`src/rtl/brl_pkg.sv`:
```
`timescale 1ns / 1ps
`default_nettype none
// ----------------------------------------------------------------------------
// brl_pkg
// shared types, constants and helpers of the line rasterizer
// ----------------------------------------------------------------------------
package brl_pkg;

    localparam int SCREEN_SIZE = 64;
    localparam int COORD_W     = 6;
    localparam int COLOR_W     = 8;
    localparam int ERR_W       = COORD_W + 3;
    localparam int QUEUE_DEPTH = 2;
    localparam int QPTR_W      = $clog2(QUEUE_DEPTH);
    localparam int QCNT_W      = $clog2(QUEUE_DEPTH + 1);

    localparam int APB_DATA_W  = 32;
    localparam int APB_ADDR_W  = 4;
    localparam int REG_IDX_W   = 2;

    localparam logic [COORD_W-1:0] SCREEN_MAX = COORD_W'(SCREEN_SIZE - 1);

    localparam logic [REG_IDX_W-1:0] REG_STROKE_ENABLE = 2'd0;
    localparam logic [REG_IDX_W-1:0] REG_STROKE_RED    = 2'd1;
    localparam logic [REG_IDX_W-1:0] REG_STROKE_GREEN  = 2'd2;
    localparam logic [REG_IDX_W-1:0] REG_STROKE_BLUE   = 2'd3;

    typedef struct packed {
        logic [COORD_W-1:0] start_x;
        logic [COORD_W-1:0] start_y;
        logic [COORD_W-1:0] end_x;
        logic [COORD_W-1:0] end_y;
    } t_line;

    typedef struct packed {
        logic [COORD_W-1:0] pixel_x;
        logic [COORD_W-1:0] pixel_y;
        logic [COLOR_W-1:0] pixel_red;
        logic [COLOR_W-1:0] pixel_green;
        logic [COLOR_W-1:0] pixel_blue;
        logic               last_pixel;
    } t_pixel;

    // line in major/minor form, major axis always counts up
    typedef struct packed {
        logic               steep;
        logic               minor_neg;
        logic [COORD_W-1:0] maj0;
        logic [COORD_W-1:0] min0;
        logic [COORD_W-1:0] d_maj;
        logic [COORD_W-1:0] d_min;
    } t_seg;

    typedef struct packed {
        logic [COLOR_W-1:0] red;
        logic [COLOR_W-1:0] green;
        logic [COLOR_W-1:0] blue;
    } t_color;

    function automatic logic [COORD_W-1:0] clamp_coord(input logic [COORD_W-1:0] v);
        clamp_coord = (v > SCREEN_MAX) ? SCREEN_MAX : v;
    endfunction

endpackage
`default_nettype wire

```
`src/rtl/brl_front.sv`:
```
`timescale 1ns / 1ps
`default_nettype none
// ----------------------------------------------------------------------------
// brl_front
// takes line beats, clamps endpoints and turns them into walk segments
// ----------------------------------------------------------------------------
module brl_front (
    input  wire logic          i_valid,
    input  wire brl_pkg::t_line i_line,
    output logic               o_stall,
    input  wire logic          i_enable,
    input  wire logic          i_full,
    output logic               o_push,
    output brl_pkg::t_seg      o_seg
);
    import brl_pkg::*;

    logic [COORD_W-1:0] ax, ay, bx, by;
    logic [COORD_W-1:0] adx, ady;
    logic               steep;
    logic               swap;

    always_comb begin
        ax  = clamp_coord(i_line.start_x);
        ay  = clamp_coord(i_line.start_y);
        bx  = clamp_coord(i_line.end_x);
        by  = clamp_coord(i_line.end_y);
        adx = (bx > ax) ? (bx - ax) : (ax - bx);
        ady = (by > ay) ? (by - ay) : (ay - by);
        steep = (ady >= adx);
        swap  = steep ? (ay > by) : (ax > bx);

        o_seg.steep = steep;
        if (steep) begin
            o_seg.maj0      = swap ? by : ay;
            o_seg.min0      = swap ? bx : ax;
            o_seg.minor_neg = swap ? (ax < bx) : (bx < ax);
            o_seg.d_maj     = ady;
            o_seg.d_min     = adx;
        end else begin
            o_seg.maj0      = swap ? bx : ax;
            o_seg.min0      = swap ? by : ay;
            o_seg.minor_neg = swap ? (ay < by) : (by < ay);
            o_seg.d_maj     = adx;
            o_seg.d_min     = ady;
        end
    end

    assign o_stall = i_full;
    // stroke off drops the beat
    assign o_push  = i_valid && !i_full && i_enable;

endmodule
`default_nettype wire

```
`src/rtl/brl_queue.sv`:
```
`timescale 1ns / 1ps
`default_nettype none
// ----------------------------------------------------------------------------
// brl_queue
// short segment queue between front and walker
// ----------------------------------------------------------------------------
module brl_queue (
    input  wire logic          i_clk,
    input  wire logic          i_rst_n,
    input  wire logic          i_push,
    input  wire brl_pkg::t_seg i_seg,
    output logic               o_full,
    input  wire logic          i_pop,
    output logic               o_empty,
    output brl_pkg::t_seg      o_seg
);
    import brl_pkg::*;

    t_seg              r_mem [QUEUE_DEPTH];
    logic [QPTR_W-1:0] r_wptr, r_rptr;
    logic [QCNT_W-1:0] r_cnt;

    function automatic logic [QPTR_W-1:0] ptr_inc(input logic [QPTR_W-1:0] p);
        ptr_inc = (p == QPTR_W'(QUEUE_DEPTH - 1)) ? '0 : p + QPTR_W'(1);
    endfunction

    assign o_full  = (r_cnt == QCNT_W'(QUEUE_DEPTH));
    assign o_empty = (r_cnt == '0);
    assign o_seg   = r_mem[r_rptr];

    always_ff @(posedge i_clk) begin
        if (!i_rst_n) begin
            r_wptr <= '0;
            r_rptr <= '0;
            r_cnt  <= '0;
        end else begin
            if (i_push) begin
                r_wptr <= ptr_inc(r_wptr);
            end
            if (i_pop) begin
                r_rptr <= ptr_inc(r_rptr);
            end
            if (i_push && !i_pop) begin
                r_cnt <= r_cnt + QCNT_W'(1);
            end else if (i_pop && !i_push) begin
                r_cnt <= r_cnt - QCNT_W'(1);
            end
        end
    end

    always_ff @(posedge i_clk) begin
        if (i_push) begin
            r_mem[r_wptr] <= i_seg;
        end
    end

endmodule
`default_nettype wire

```
`src/rtl/brl_walker.sv`:
```
`timescale 1ns / 1ps
`default_nettype none
// ----------------------------------------------------------------------------
// brl_walker
// steps one segment a pixel per unstalled cycle with the bresenham error term
// ----------------------------------------------------------------------------
module brl_walker (
    input  wire logic            i_clk,
    input  wire logic            i_rst_n,
    input  wire logic            i_empty,
    input  wire brl_pkg::t_seg   i_seg,
    output logic                 o_pop,
    input  wire brl_pkg::t_color i_color,
    output logic                 o_valid,
    input  wire logic            i_stall,
    output brl_pkg::t_pixel      o_pixel
);
    import brl_pkg::*;

    logic               r_busy;
    logic               r_steep;
    logic               r_neg;
    logic [COORD_W-1:0] r_maj;
    logic [COORD_W-1:0] r_min;
    logic [COORD_W-1:0] r_cnt;
    logic [COORD_W-1:0] r_dmaj;
    logic [COORD_W-1:0] r_dmin;
    logic [ERR_W-1:0]   r_err;
    logic               r_ovalid;
    t_pixel             r_opix;

    logic               emit;
    logic               step_min;
    logic [ERR_W-1:0]   n_err;
    logic [ERR_W-1:0]   n_err_init;
    logic [COORD_W-1:0] n_min;

    assign o_pop = !r_busy && !i_empty;
    assign emit  = r_busy && (!r_ovalid || !i_stall);

    always_comb begin
        step_min   = !r_err[ERR_W-1] && (r_err != '0);
        n_err      = r_err + ERR_W'({r_dmin, 1'b0});
        n_min      = r_min;
        if (step_min) begin
            n_err = n_err - ERR_W'({r_dmaj, 1'b0});
            n_min = r_neg ? (r_min - COORD_W'(1)) : (r_min + COORD_W'(1));
        end
        n_err_init = ERR_W'({i_seg.d_min, 1'b0}) - ERR_W'(i_seg.d_maj);
    end

    always_ff @(posedge i_clk) begin
        if (!i_rst_n) begin
            r_busy   <= 1'b0;
            r_ovalid <= 1'b0;
        end else begin
            if (o_pop) begin
                r_busy <= 1'b1;
            end else if (emit && (r_cnt == '0)) begin
                r_busy <= 1'b0;
            end
            if (emit) begin
                r_ovalid <= 1'b1;
            end else if (!i_stall) begin
                r_ovalid <= 1'b0;
            end
        end
    end

    always_ff @(posedge i_clk) begin
        if (o_pop) begin
            r_steep <= i_seg.steep;
            r_neg   <= i_seg.minor_neg;
            r_maj   <= i_seg.maj0;
            r_min   <= i_seg.min0;
            r_cnt   <= i_seg.d_maj;
            r_dmaj  <= i_seg.d_maj;
            r_dmin  <= i_seg.d_min;
            r_err   <= n_err_init;
        end else if (emit) begin
            r_maj <= r_maj + COORD_W'(1);
            r_min <= n_min;
            r_cnt <= r_cnt - COORD_W'(1);
            r_err <= n_err;
        end
        if (emit) begin
            r_opix.pixel_x     <= r_steep ? r_min : r_maj;
            r_opix.pixel_y     <= r_steep ? r_maj : r_min;
            r_opix.pixel_red   <= i_color.red;
            r_opix.pixel_green <= i_color.green;
            r_opix.pixel_blue  <= i_color.blue;
            r_opix.last_pixel  <= (r_cnt == '0);
        end
    end

    assign o_valid = r_ovalid;
    assign o_pixel = r_opix;

endmodule
`default_nettype wire

```
`src/rtl/bresenham_line_rasterizer_unit.sv`:
```
`timescale 1ns / 1ps
`default_nettype none
// ----------------------------------------------------------------------------
// bresenham_line_rasterizer_unit
// line segment rasterizer: one pixel beat per cycle along the major axis while
// a line is walked and the output is not stalled
// the single pixel stepper takes a new line only after the last pixel beat of
// the one before; a two-entry queue holds lines behind it
// lines taken while stroke is off give no pixel beats
// reset: synchronous active low, clears queue, walker, output and registers
// ----------------------------------------------------------------------------
module bresenham_line_rasterizer_unit (
    input  wire logic                              i_clk,
    input  wire logic                              i_rst_n,
    input  wire logic                              i_valid,
    output logic                                   o_stall,
    input  wire brl_pkg::t_line                    i_line,
    output logic                                   o_valid,
    input  wire logic                              i_stall,
    output brl_pkg::t_pixel                        o_pixel,
    input  wire logic                              psel,
    input  wire logic                              penable,
    input  wire logic                              pwrite,
    input  wire logic [brl_pkg::APB_ADDR_W-1:0]    paddr,
    input  wire logic [brl_pkg::APB_DATA_W-1:0]    pwdata,
    output logic [brl_pkg::APB_DATA_W-1:0]         prdata,
    output logic                                   pready
);
    import brl_pkg::*;

    logic               r_enable;
    t_color             r_color;
    logic [REG_IDX_W-1:0] reg_idx;
    logic               wr_en;

    logic               push;
    logic               full;
    logic               empty;
    logic               pop;
    t_seg               seg_in;
    t_seg               seg_out;

    assign pready  = 1'b1;
    assign reg_idx = paddr[REG_IDX_W+1:2];
    assign wr_en   = psel && penable && pwrite;

    always_ff @(posedge i_clk) begin
        if (!i_rst_n) begin
            r_enable <= 1'b0;
            r_color  <= '0;
        end else if (wr_en) begin
            unique case (reg_idx)
                REG_STROKE_ENABLE: r_enable      <= pwdata[0];
                REG_STROKE_RED:    r_color.red   <= pwdata[COLOR_W-1:0];
                REG_STROKE_GREEN:  r_color.green <= pwdata[COLOR_W-1:0];
                REG_STROKE_BLUE:   r_color.blue  <= pwdata[COLOR_W-1:0];
                default: ;
            endcase
        end
    end

    always_comb begin
        unique case (reg_idx)
            REG_STROKE_ENABLE: prdata = APB_DATA_W'(r_enable);
            REG_STROKE_RED:    prdata = APB_DATA_W'(r_color.red);
            REG_STROKE_GREEN:  prdata = APB_DATA_W'(r_color.green);
            REG_STROKE_BLUE:   prdata = APB_DATA_W'(r_color.blue);
            default:           prdata = '0;
        endcase
    end

    brl_front u_front (
        .i_valid  (i_valid),
        .i_line   (i_line),
        .o_stall  (o_stall),
        .i_enable (r_enable),
        .i_full   (full),
        .o_push   (push),
        .o_seg    (seg_in)
    );

    brl_queue u_queue (
        .i_clk   (i_clk),
        .i_rst_n (i_rst_n),
        .i_push  (push),
        .i_seg   (seg_in),
        .o_full  (full),
        .i_pop   (pop),
        .o_empty (empty),
        .o_seg   (seg_out)
    );

    brl_walker u_walker (
        .i_clk   (i_clk),
        .i_rst_n (i_rst_n),
        .i_empty (empty),
        .i_seg   (seg_out),
        .o_pop   (pop),
        .i_color (r_color),
        .o_valid (o_valid),
        .i_stall (i_stall),
        .o_pixel (o_pixel)
    );

endmodule
`default_nettype wire
```
`config.mk`:
```
export PLATFORM = sky130hd
export DESIGN_NAME = bresenham_line_rasterizer_unit
export DESIGN_NICKNAME = d
export VERILOG_FILES = /design/src/rtl/brl_pkg.sv /design/src/rtl/brl_front.sv /design/src/rtl/brl_queue.sv /design/src/rtl/brl_walker.sv /design/src/rtl/bresenham_line_rasterizer_unit.sv
export SDC_FILE = /design/constraint.sdc
export NUM_CORES = 1
export LEC_CHECK = 0
export ABC_AREA = 1
export BUFFER_PORTS_ARGS = -buffer_cell sky130_fd_sc_hd__buf_2
export CAP_MARGIN = 25
export CORE_MARGIN = 2
export CORE_UTILIZATION = 55
export CTS_CLUSTER_DIAMETER = 80
export CTS_CLUSTER_SIZE = 25
export DETAILED_ROUTE_END_ITERATION = 12
export MAX_ROUTING_LAYER = met4
export PLACE_DENSITY = 0.84
export SLEW_MARGIN = 30
export SYNTH_ARGS = -nofsm -noshare
export SYNTH_HDL_FRONTEND = slang
export SYNTH_SLANG_ARGS = --single-unit
```
`constraint.sdc`:
```
create_clock -name i_clk -period 4.3 [get_ports i_clk]
set_clock_uncertainty 0.15 [all_clocks]
set_input_delay 1.075 -clock i_clk [delete_from_list [all_inputs] [get_ports i_clk]]
set_output_delay 1.075 -clock i_clk [all_outputs]
set_load 0.01 [all_outputs]
```
==> flow_summary.toml, run 1 <==
[place]
dp_hpwl_um = 14800
finalWeightedCongestion = 0.935
port_buffers = 87

[logic_synthesis]
synthArstFlopShare = 0
ys_types = 43
synth_area_um2 = 9340
yosysWarnings = 0
synth_enable_flop_cells = 130
synth_area_per_cell_um2 = 8.62
yosysSeqAreaShare = 0.486
ys.flop_type = "edfxtp_1"
synth-seq-cells = 162
postSynthCellCount = 1084

[clocking]
post-cts-setup-buffer-count = 0
htree_num_levels = 4
max-clock-path-buffers = 2
hold_buffers = 0
cts_resized = 0
cts.sinks = 162
cts_made_buffers = 17
root_buffer = "clkbuf_16"
worstSkewPairLatency_ns = 0.43
cts_tree = "built"
clk_pin_slew_worst_paths_ns = 0.07

[routing]
drt-total-wl_um = 20100
avgViaCountPerCell = 5.28
dr.first_iter.drc_count = 671
drc = 0
dr.pass1.iters = 6
vias = 7528
wire_per_inst_um = 14.1
final_antenna_net_count = 0

[timing]
tightest_slew_ns = 0.964
finalCritPeriodShare = 0.907
hold-worst-slack_ns = 0.307
period_needed_ns = 3.90
relSlewSlack = 0.356
fmax_mhz = 257
hold_violations = 0
report.final.slew_viol_count = 0
setup_viol = 0
rsz0062_at_grt = "no"

[run]
max_cap_viol_count = 0

[pwr]
ir_drop_mv = 0.364
p_int_mw = 4.49
total_power_mw = 7.55
swShare = 0.405
combPwrFrac = 0.460
clockPowerShare = 0.201
p_per_area_nw_per_um2 = 705
power.leakage_nw = 5.01
p_seq_frac = 0.339
switching_power_mw = 3.06

[worst_setup_path]
cpMostUsedCell = "nand2_1"
cp.required_ns = 4.32
crit_type = "input port to flop"
arrival_ns = 3.92
crit_path_end_kind = "flop"
slowest_stage = "ha_1"
cp-start-kind = "input port"
critPathMaxStageDelay_ns = 0.32
critPathMaxFanout = 13
worstPathCellList = "buf_2 -> inv_1 -> ha_1 -> ha_1 -> o21bai_1 -> nand3_1 -> nand2_1 -> nand2_1 -> nand2_1 -> nand2_1 -> inv_1 -> ha_1 -> nand2_1 -> inv_1 -> nand2_1 -> nand2_1 -> a21oi_4 -> nand3_4 -> nand2_4 -> nand2_1 -> nand3_1 -> nand2_1"

[floorplan]
initial_core_util = 0.563
die_width_um = 134
io_pins = 139
fp-row-count = 47
die_h_um = 134
core-area_um2 = 16600
die_area_um2 = 18000

[cells_and_area]
drive_gt1_frac = 0.177
area_delta_synth_final_pct = 14.7
insertedDiodeCount = 0
nets = 1310

[grt]
grt_antenna_before_repair = 0
grt_pass1_wl_um = 32800
overflow = 0
grt_pass1_vias = 7171
grt_start_max_net_pins = 39
grtUsageTotal = 0.233

[outcome]
status = "completed"

[hold_path]
hold_path.class = "flop to flop"
[cells by family (layout without fill, tap and decap cells)]
| kind of cell | Yosys count | in the layout | share of synthesized area |
|---|---|---|---|
| simple gates | 531 | 531 | 0.250 |
| buf+inv | 179 | 277 | 0.0841 |
| flops | 162 | 162 | 0.486 |
| compound gates | 130 | 130 | 0.0784 |
| fa+ha+maj | 51 | 51 | 0.0731 |
| xor+xnor | 29 | 29 | 0.0272 |
| other cells | 2 | 25 | 0.000804 |
[power by group through the flow]
stage / logic, mW / registers [mW] / clock network [mW]
final: 3.47 / 2.56 / 1.52
after global routing: 3.92 / 2.59 / 1.59
after CTS: 3.45 / 2.56 / 1.52
after detailed placement: 3.40 / 2.59 / 0
after global placement: 3.26 / 2.57 / 0
after floorplan: 2.54 / 2.58 / 0
[registers in the layout (all words and copies together) (netlist names), 2 cells and up, named ones only]
name,flops
u_walker.r_dmin,6
u_walker.o_pixel,37
u_queue.r_cnt,2
u_walker.r_min,6
u_walker.r_maj,6
u_queue.r_mem,52
u_walker.r_cnt,6
u_walker.r_dmaj,6
r_color,24
u_walker.r_err,9
[cells in the mapped netlist (2+ instances only)]
cell type	instances	area, um2
o32ai_1	2	17.5
nor2_1	105	394
clkbuf_1	27	101
a21oi_1	38	190
conb_1	2	7.51
nand3_1	89	445
inv_2	8	30.0
nor2_8	2	40.0
fa_1	6	120
a31oi_1	4	25.0
o221ai_1	2	17.5
buf_2	7	35.0
nand2_4	5	56.3
o211ai_1	6	45.0
o21ai_0	62	310
inv_1	110	413
nand3_4	2	35.0
xnor2_1	11	96.3
or2_2	11	68.8
edfxtp_1	130	3900
o21ai_1	2	10.0
dfxtp_1	32	641
and2_1	2	12.5
o21bai_1	7	52.6
nand4_1	6	37.5
nand2_2	15	93.8
ha_1	45	563
nand3_2	5	50.1
buf_4	26	195
nand2_1	283	1060
xor2_1	18	158
nor3_1	3	15.0
[cell type report]
type / instances / area (um2)
fill: 1292 / 5870
sequential: 162 / 4540
tap: 220 / 275
multi-input combinational: 766 / 4100
timing repair buffer: 127 / 748
clock inverter: 14 / 165
clock buffer: 18 / 439
inverter: 118 / 443
[per-layer routing]
metal,wire length (um),track usage
met1,8500,0.286
met2,9920,0.394
met3,1330,0.0374
met4,335,0.0772
met5,0,-
[metrics by stage]
stage                     utilization  std cells  setup TNS, ns  setup WS [ns]  area (um2)
final                           0.646       1425              0          0.402       10700
after CTS                       0.646       1425              0          0.412       10700
after detailed placement        0.610       1393        -0.0620        -0.0288       10100
after global routing            0.646       1425              0          0.119       10700
after global placement          0.610       1393              0         0.0400       10100
after floorplan                     -       1107              0          0.259        9430
[cells in the final DEF (no fill, tap or decap), drive strengths merged, types with 18 or more instances in the layout]
cell type  synthesis  final
inv              118    125
buf               34    127
nand3             96     96
conb               2     25
nor2             109    109
ha                45     45
o21ai             64     64
dfxtp             32     32
edfxtp           130    130
xor2              18     18
a21oi             39     39
nand2            303    303
clkbuf            27     18
[critical path: cells and delay by family]
| kind | cells | cell delay (ns) |
|---|---|---|
| buffers and inverters | 4 | 0.22 |
| and+or+nand+nor | 13 | 1.47 |
| AOI/OAI and AO/OA | 2 | 0.35 |
| adders and majority gates | 3 | 0.79 |
[path summary, 6_finish.rpt]
kind                    start                    to  slack (ns)  cells past startpoint
setup / recovery    i_line[1]  u_queue.r_mem[0][12]        0.40                     22
setup reg to reg         flop     u_walker.r_err[6]        1.27                     16
hold reg to reg   r_color[20]  u_walker.o_pixel[21]        0.31                      0
hold / removal    r_color[20]  u_walker.o_pixel[21]        0.31                      0
(Power assumes the default switching activity.)
==> run 2: changes to the inputs <==
--- a/config.mk
+++ b/config.mk
@@ -18,4 +18,5 @@
 export SLEW_MARGIN = 30
 export SYNTH_ARGS = -nofsm -noshare
 export SYNTH_HDL_FRONTEND = slang
+export SYNTH_HIERARCHICAL = 1
 export SYNTH_SLANG_ARGS = --single-unit
==> run 2 against run 1 <==
Cell count is 2.1% higher. Total power is 2.6% higher. First-iteration DRC count is 7.2% higher. Via count is 1.6% higher. Wire length is 3.6% higher. Register-to-register slack worse by 0.07 ns. Fmax is 0.79% lower. Worst hold slack better by 0.0031 ns. Combinational power is 5.8% higher. Synthesized cell count is 3.7% higher. Critical endpoint is now u_queue/r_mem[1][22]. Largest cell class unchanged.
==> flow_summary.toml, run 2 <==
[timing]
tightest_slew_ns = 0.895
fmax_mhz = 255
relSlewSlack = 0.402
worst_slack_ns = 0.371
finalCritPeriodShare = 0.914
period_needed_ns = 3.93
hold-worst-slack_ns = 0.310
setup_tns_ns = 0
rsz0062_at_grt = "no"
report.final.slew_viol_count = 0
setup_viol = 0
hold_violations = 0

[place]
place_ws_ns = -0.0297
placed_area_um2 = 10400
dp_hpwl_um = 15300
dp.cells = 1423
finalWeightedCongestion = 0.957
port_buffers = 87

[logic_synthesis]
postSynthCellCount = 1124
synth_top_area_frac = 0.395
synth_area_leaders = "edfxtp_1 39%, nand2_1 11%, dfxtp_1 6.5%"
synth_area_per_cell_um2 = 8.80
synth-seq-cells = 162
synth_area_um2 = 9890
yosysWarnings = 6
synth_enable_flop_cells = 130
synthTopCellsByCount = "286 x nand2_1, 130 x edfxtp_1, 121 x inv_1, 121 x nand3_1, 94 x nor2_1"
yosysSeqAreaShare = 0.459
ys_types = 52
ys.flop_type = "edfxtp_1"
yosysTopAreaCell = "edfxtp_1"
synth_most_common_cell = "nand2_1"
synthArstFlopShare = 0

[clocking]
max-clock-path-buffers = 2
worstSkewPairLatency_ns = 0.42
cts_made_buffers = 17
htree_num_levels = 4
clk_pin_slew_worst_paths_ns = 0.07
cts_resized = 0
cts.sinks = 162
root_buffer = "clkbuf_16"
hold_buffers = 0
cts_tree = "built"
post-cts-setup-buffer-count = 0

[worst_setup_path]
crit_path_end_kind = "flop"
arrival_ns = 3.94
cp-start-kind = "input port"
reg2reg_depth = 14
critPathMaxFanout = 13
cp.required_ns = 4.31
crit_type = "input port to flop"

[grt]
grt_antenna_before_repair = 0
grt_pass1_wl_um = 34400
grt_start_max_net_pins = 53
grt_pass1_vias = 7149
overflow = 0
grtUsageTotal = 0.226

[hold_path]
hold_depth = 0
hold_path.class = "flop to flop"

[cells_and_area]
final-seq-area_um2 = 4540
instances_no_fill = 1455
layout_common_cells = "286 x nand2_1, 130 x edfxtp_1, 121 x nand3_1"
multi_input_area_um2 = 4480
largest_reg_flops = 52
insertedDiodeCount = 0
area_delta_synth_final_pct = 11.5
drive_gt1_frac = 0.192
final_area_um2 = 11000
nets = 1331
regMostFlops = "u_queue/r_mem"
fin_util = 0.621
final_common_cell = "nand2_1"
nFillCells = 1415

[pwr]
clockPowerShare = 0.189
p_per_area_nw_per_um2 = 702
switching_power_mw = 3.23
p_int_mw = 4.51
combPwrFrac = 0.474
power.leakage_nw = 5.14
swShare = 0.418
total_power_mw = 7.75
ir_drop_mv = 0.351
p_seq_frac = 0.338

[routing]
wire_per_inst_um = 14.3
avgViaCountPerCell = 5.26
drt-total-wl_um = 20800
drc = 0
final_antenna_net_count = 0
dr.pass1.iters = 6
vias = 7650
dr.first_iter.drc_count = 719

[floorplan]
fp-row-count = 49
core-area_um2 = 17800
io_pins = 139
die_h_um = 138
initial_core_util = 0.557
die_area_um2 = 19100
die_width_um = 138

[outcome]
status = "completed"

[run]
max_cap_viol_count = 0
[run 2: kinds of logic after synthesis]
| kind of cell | after synthesis | share of synthesized area |
|---|---|---|
| AND/OR/NAND/NOR | 562 | 0.258 |
| buffers and inverters | 202 | 0.0977 |
| flip-flops | 162 | 0.459 |
| AO/OA/AOI/OAI | 90 | 0.0522 |
| adder cells (fa/ha/maj) | 51 | 0.0690 |
| XOR/XNOR | 29 | 0.0257 |
| multiplexers | 26 | 0.0372 |
| other | 2 | 0.000759 |
[run 2: routing by layer]
layer,wire length (um),global-route usage
met1,8580,0.274
met2,10600,0.390
met5,0,-
met3,1270,0.0339
met4,395,0.0720
[run 2: worst max-delay path, stage by stage]
cell and delay, ns:
buf_2 0.09, inv_1 0.04, ha_1 0.31, ha_1 0.21
o21bai_1 0.21, nand2_1 0.10, nand2_1 0.08, nand3_2 0.14
inv_2 0.07, nand2_1 0.07, nand2_1 0.11, ha_1 0.34
a21oi_1 0.22, nand2_1 0.13, a21oi_4 0.17, nand3_4 0.12
nand2_4 0.17, nand2_1 0.11, nand3_1 0.09, nand2_1 0.09
[run 2: final timing paths]
check                      from                   end  slack, ns
max                   i_line[1]  u_queue/r_mem[1][22]       0.37
min                 r_color[23]  u_walker/o_pixel[24]       0.31
max reg2reg  u_walker/r_dmin[0]     u_walker/r_err[6]       1.20
min reg2reg         r_color[23]  u_walker/o_pixel[24]       0.31
[run 2: area by class of cell]
class	count	area share
clock inverters	15	0.0142
well taps	229	0.0260
flip-flops and latches	162	0.412
clock buffers	17	0.0385
multi-input cells	783	0.406
repair buffers	112	0.0565
inverters	137	0.0469
[run 2: power groups by stage]
| stage | sequential, mW | combinational [mW] | clock [mW] |
|---|---|---|---|
| 2_1_floorplan | 2.62 | 2.79 | 0 |
| 3_3_place_gp | 2.63 | 3.40 | 0 |
| 3_5_place_dp | 2.64 | 3.56 | 0 |
| 4_1_cts | 2.61 | 3.64 | 1.48 |
| 5_1_grt | 2.66 | 4.13 | 1.54 |
| 6_report | 2.62 | 3.67 | 1.46 |
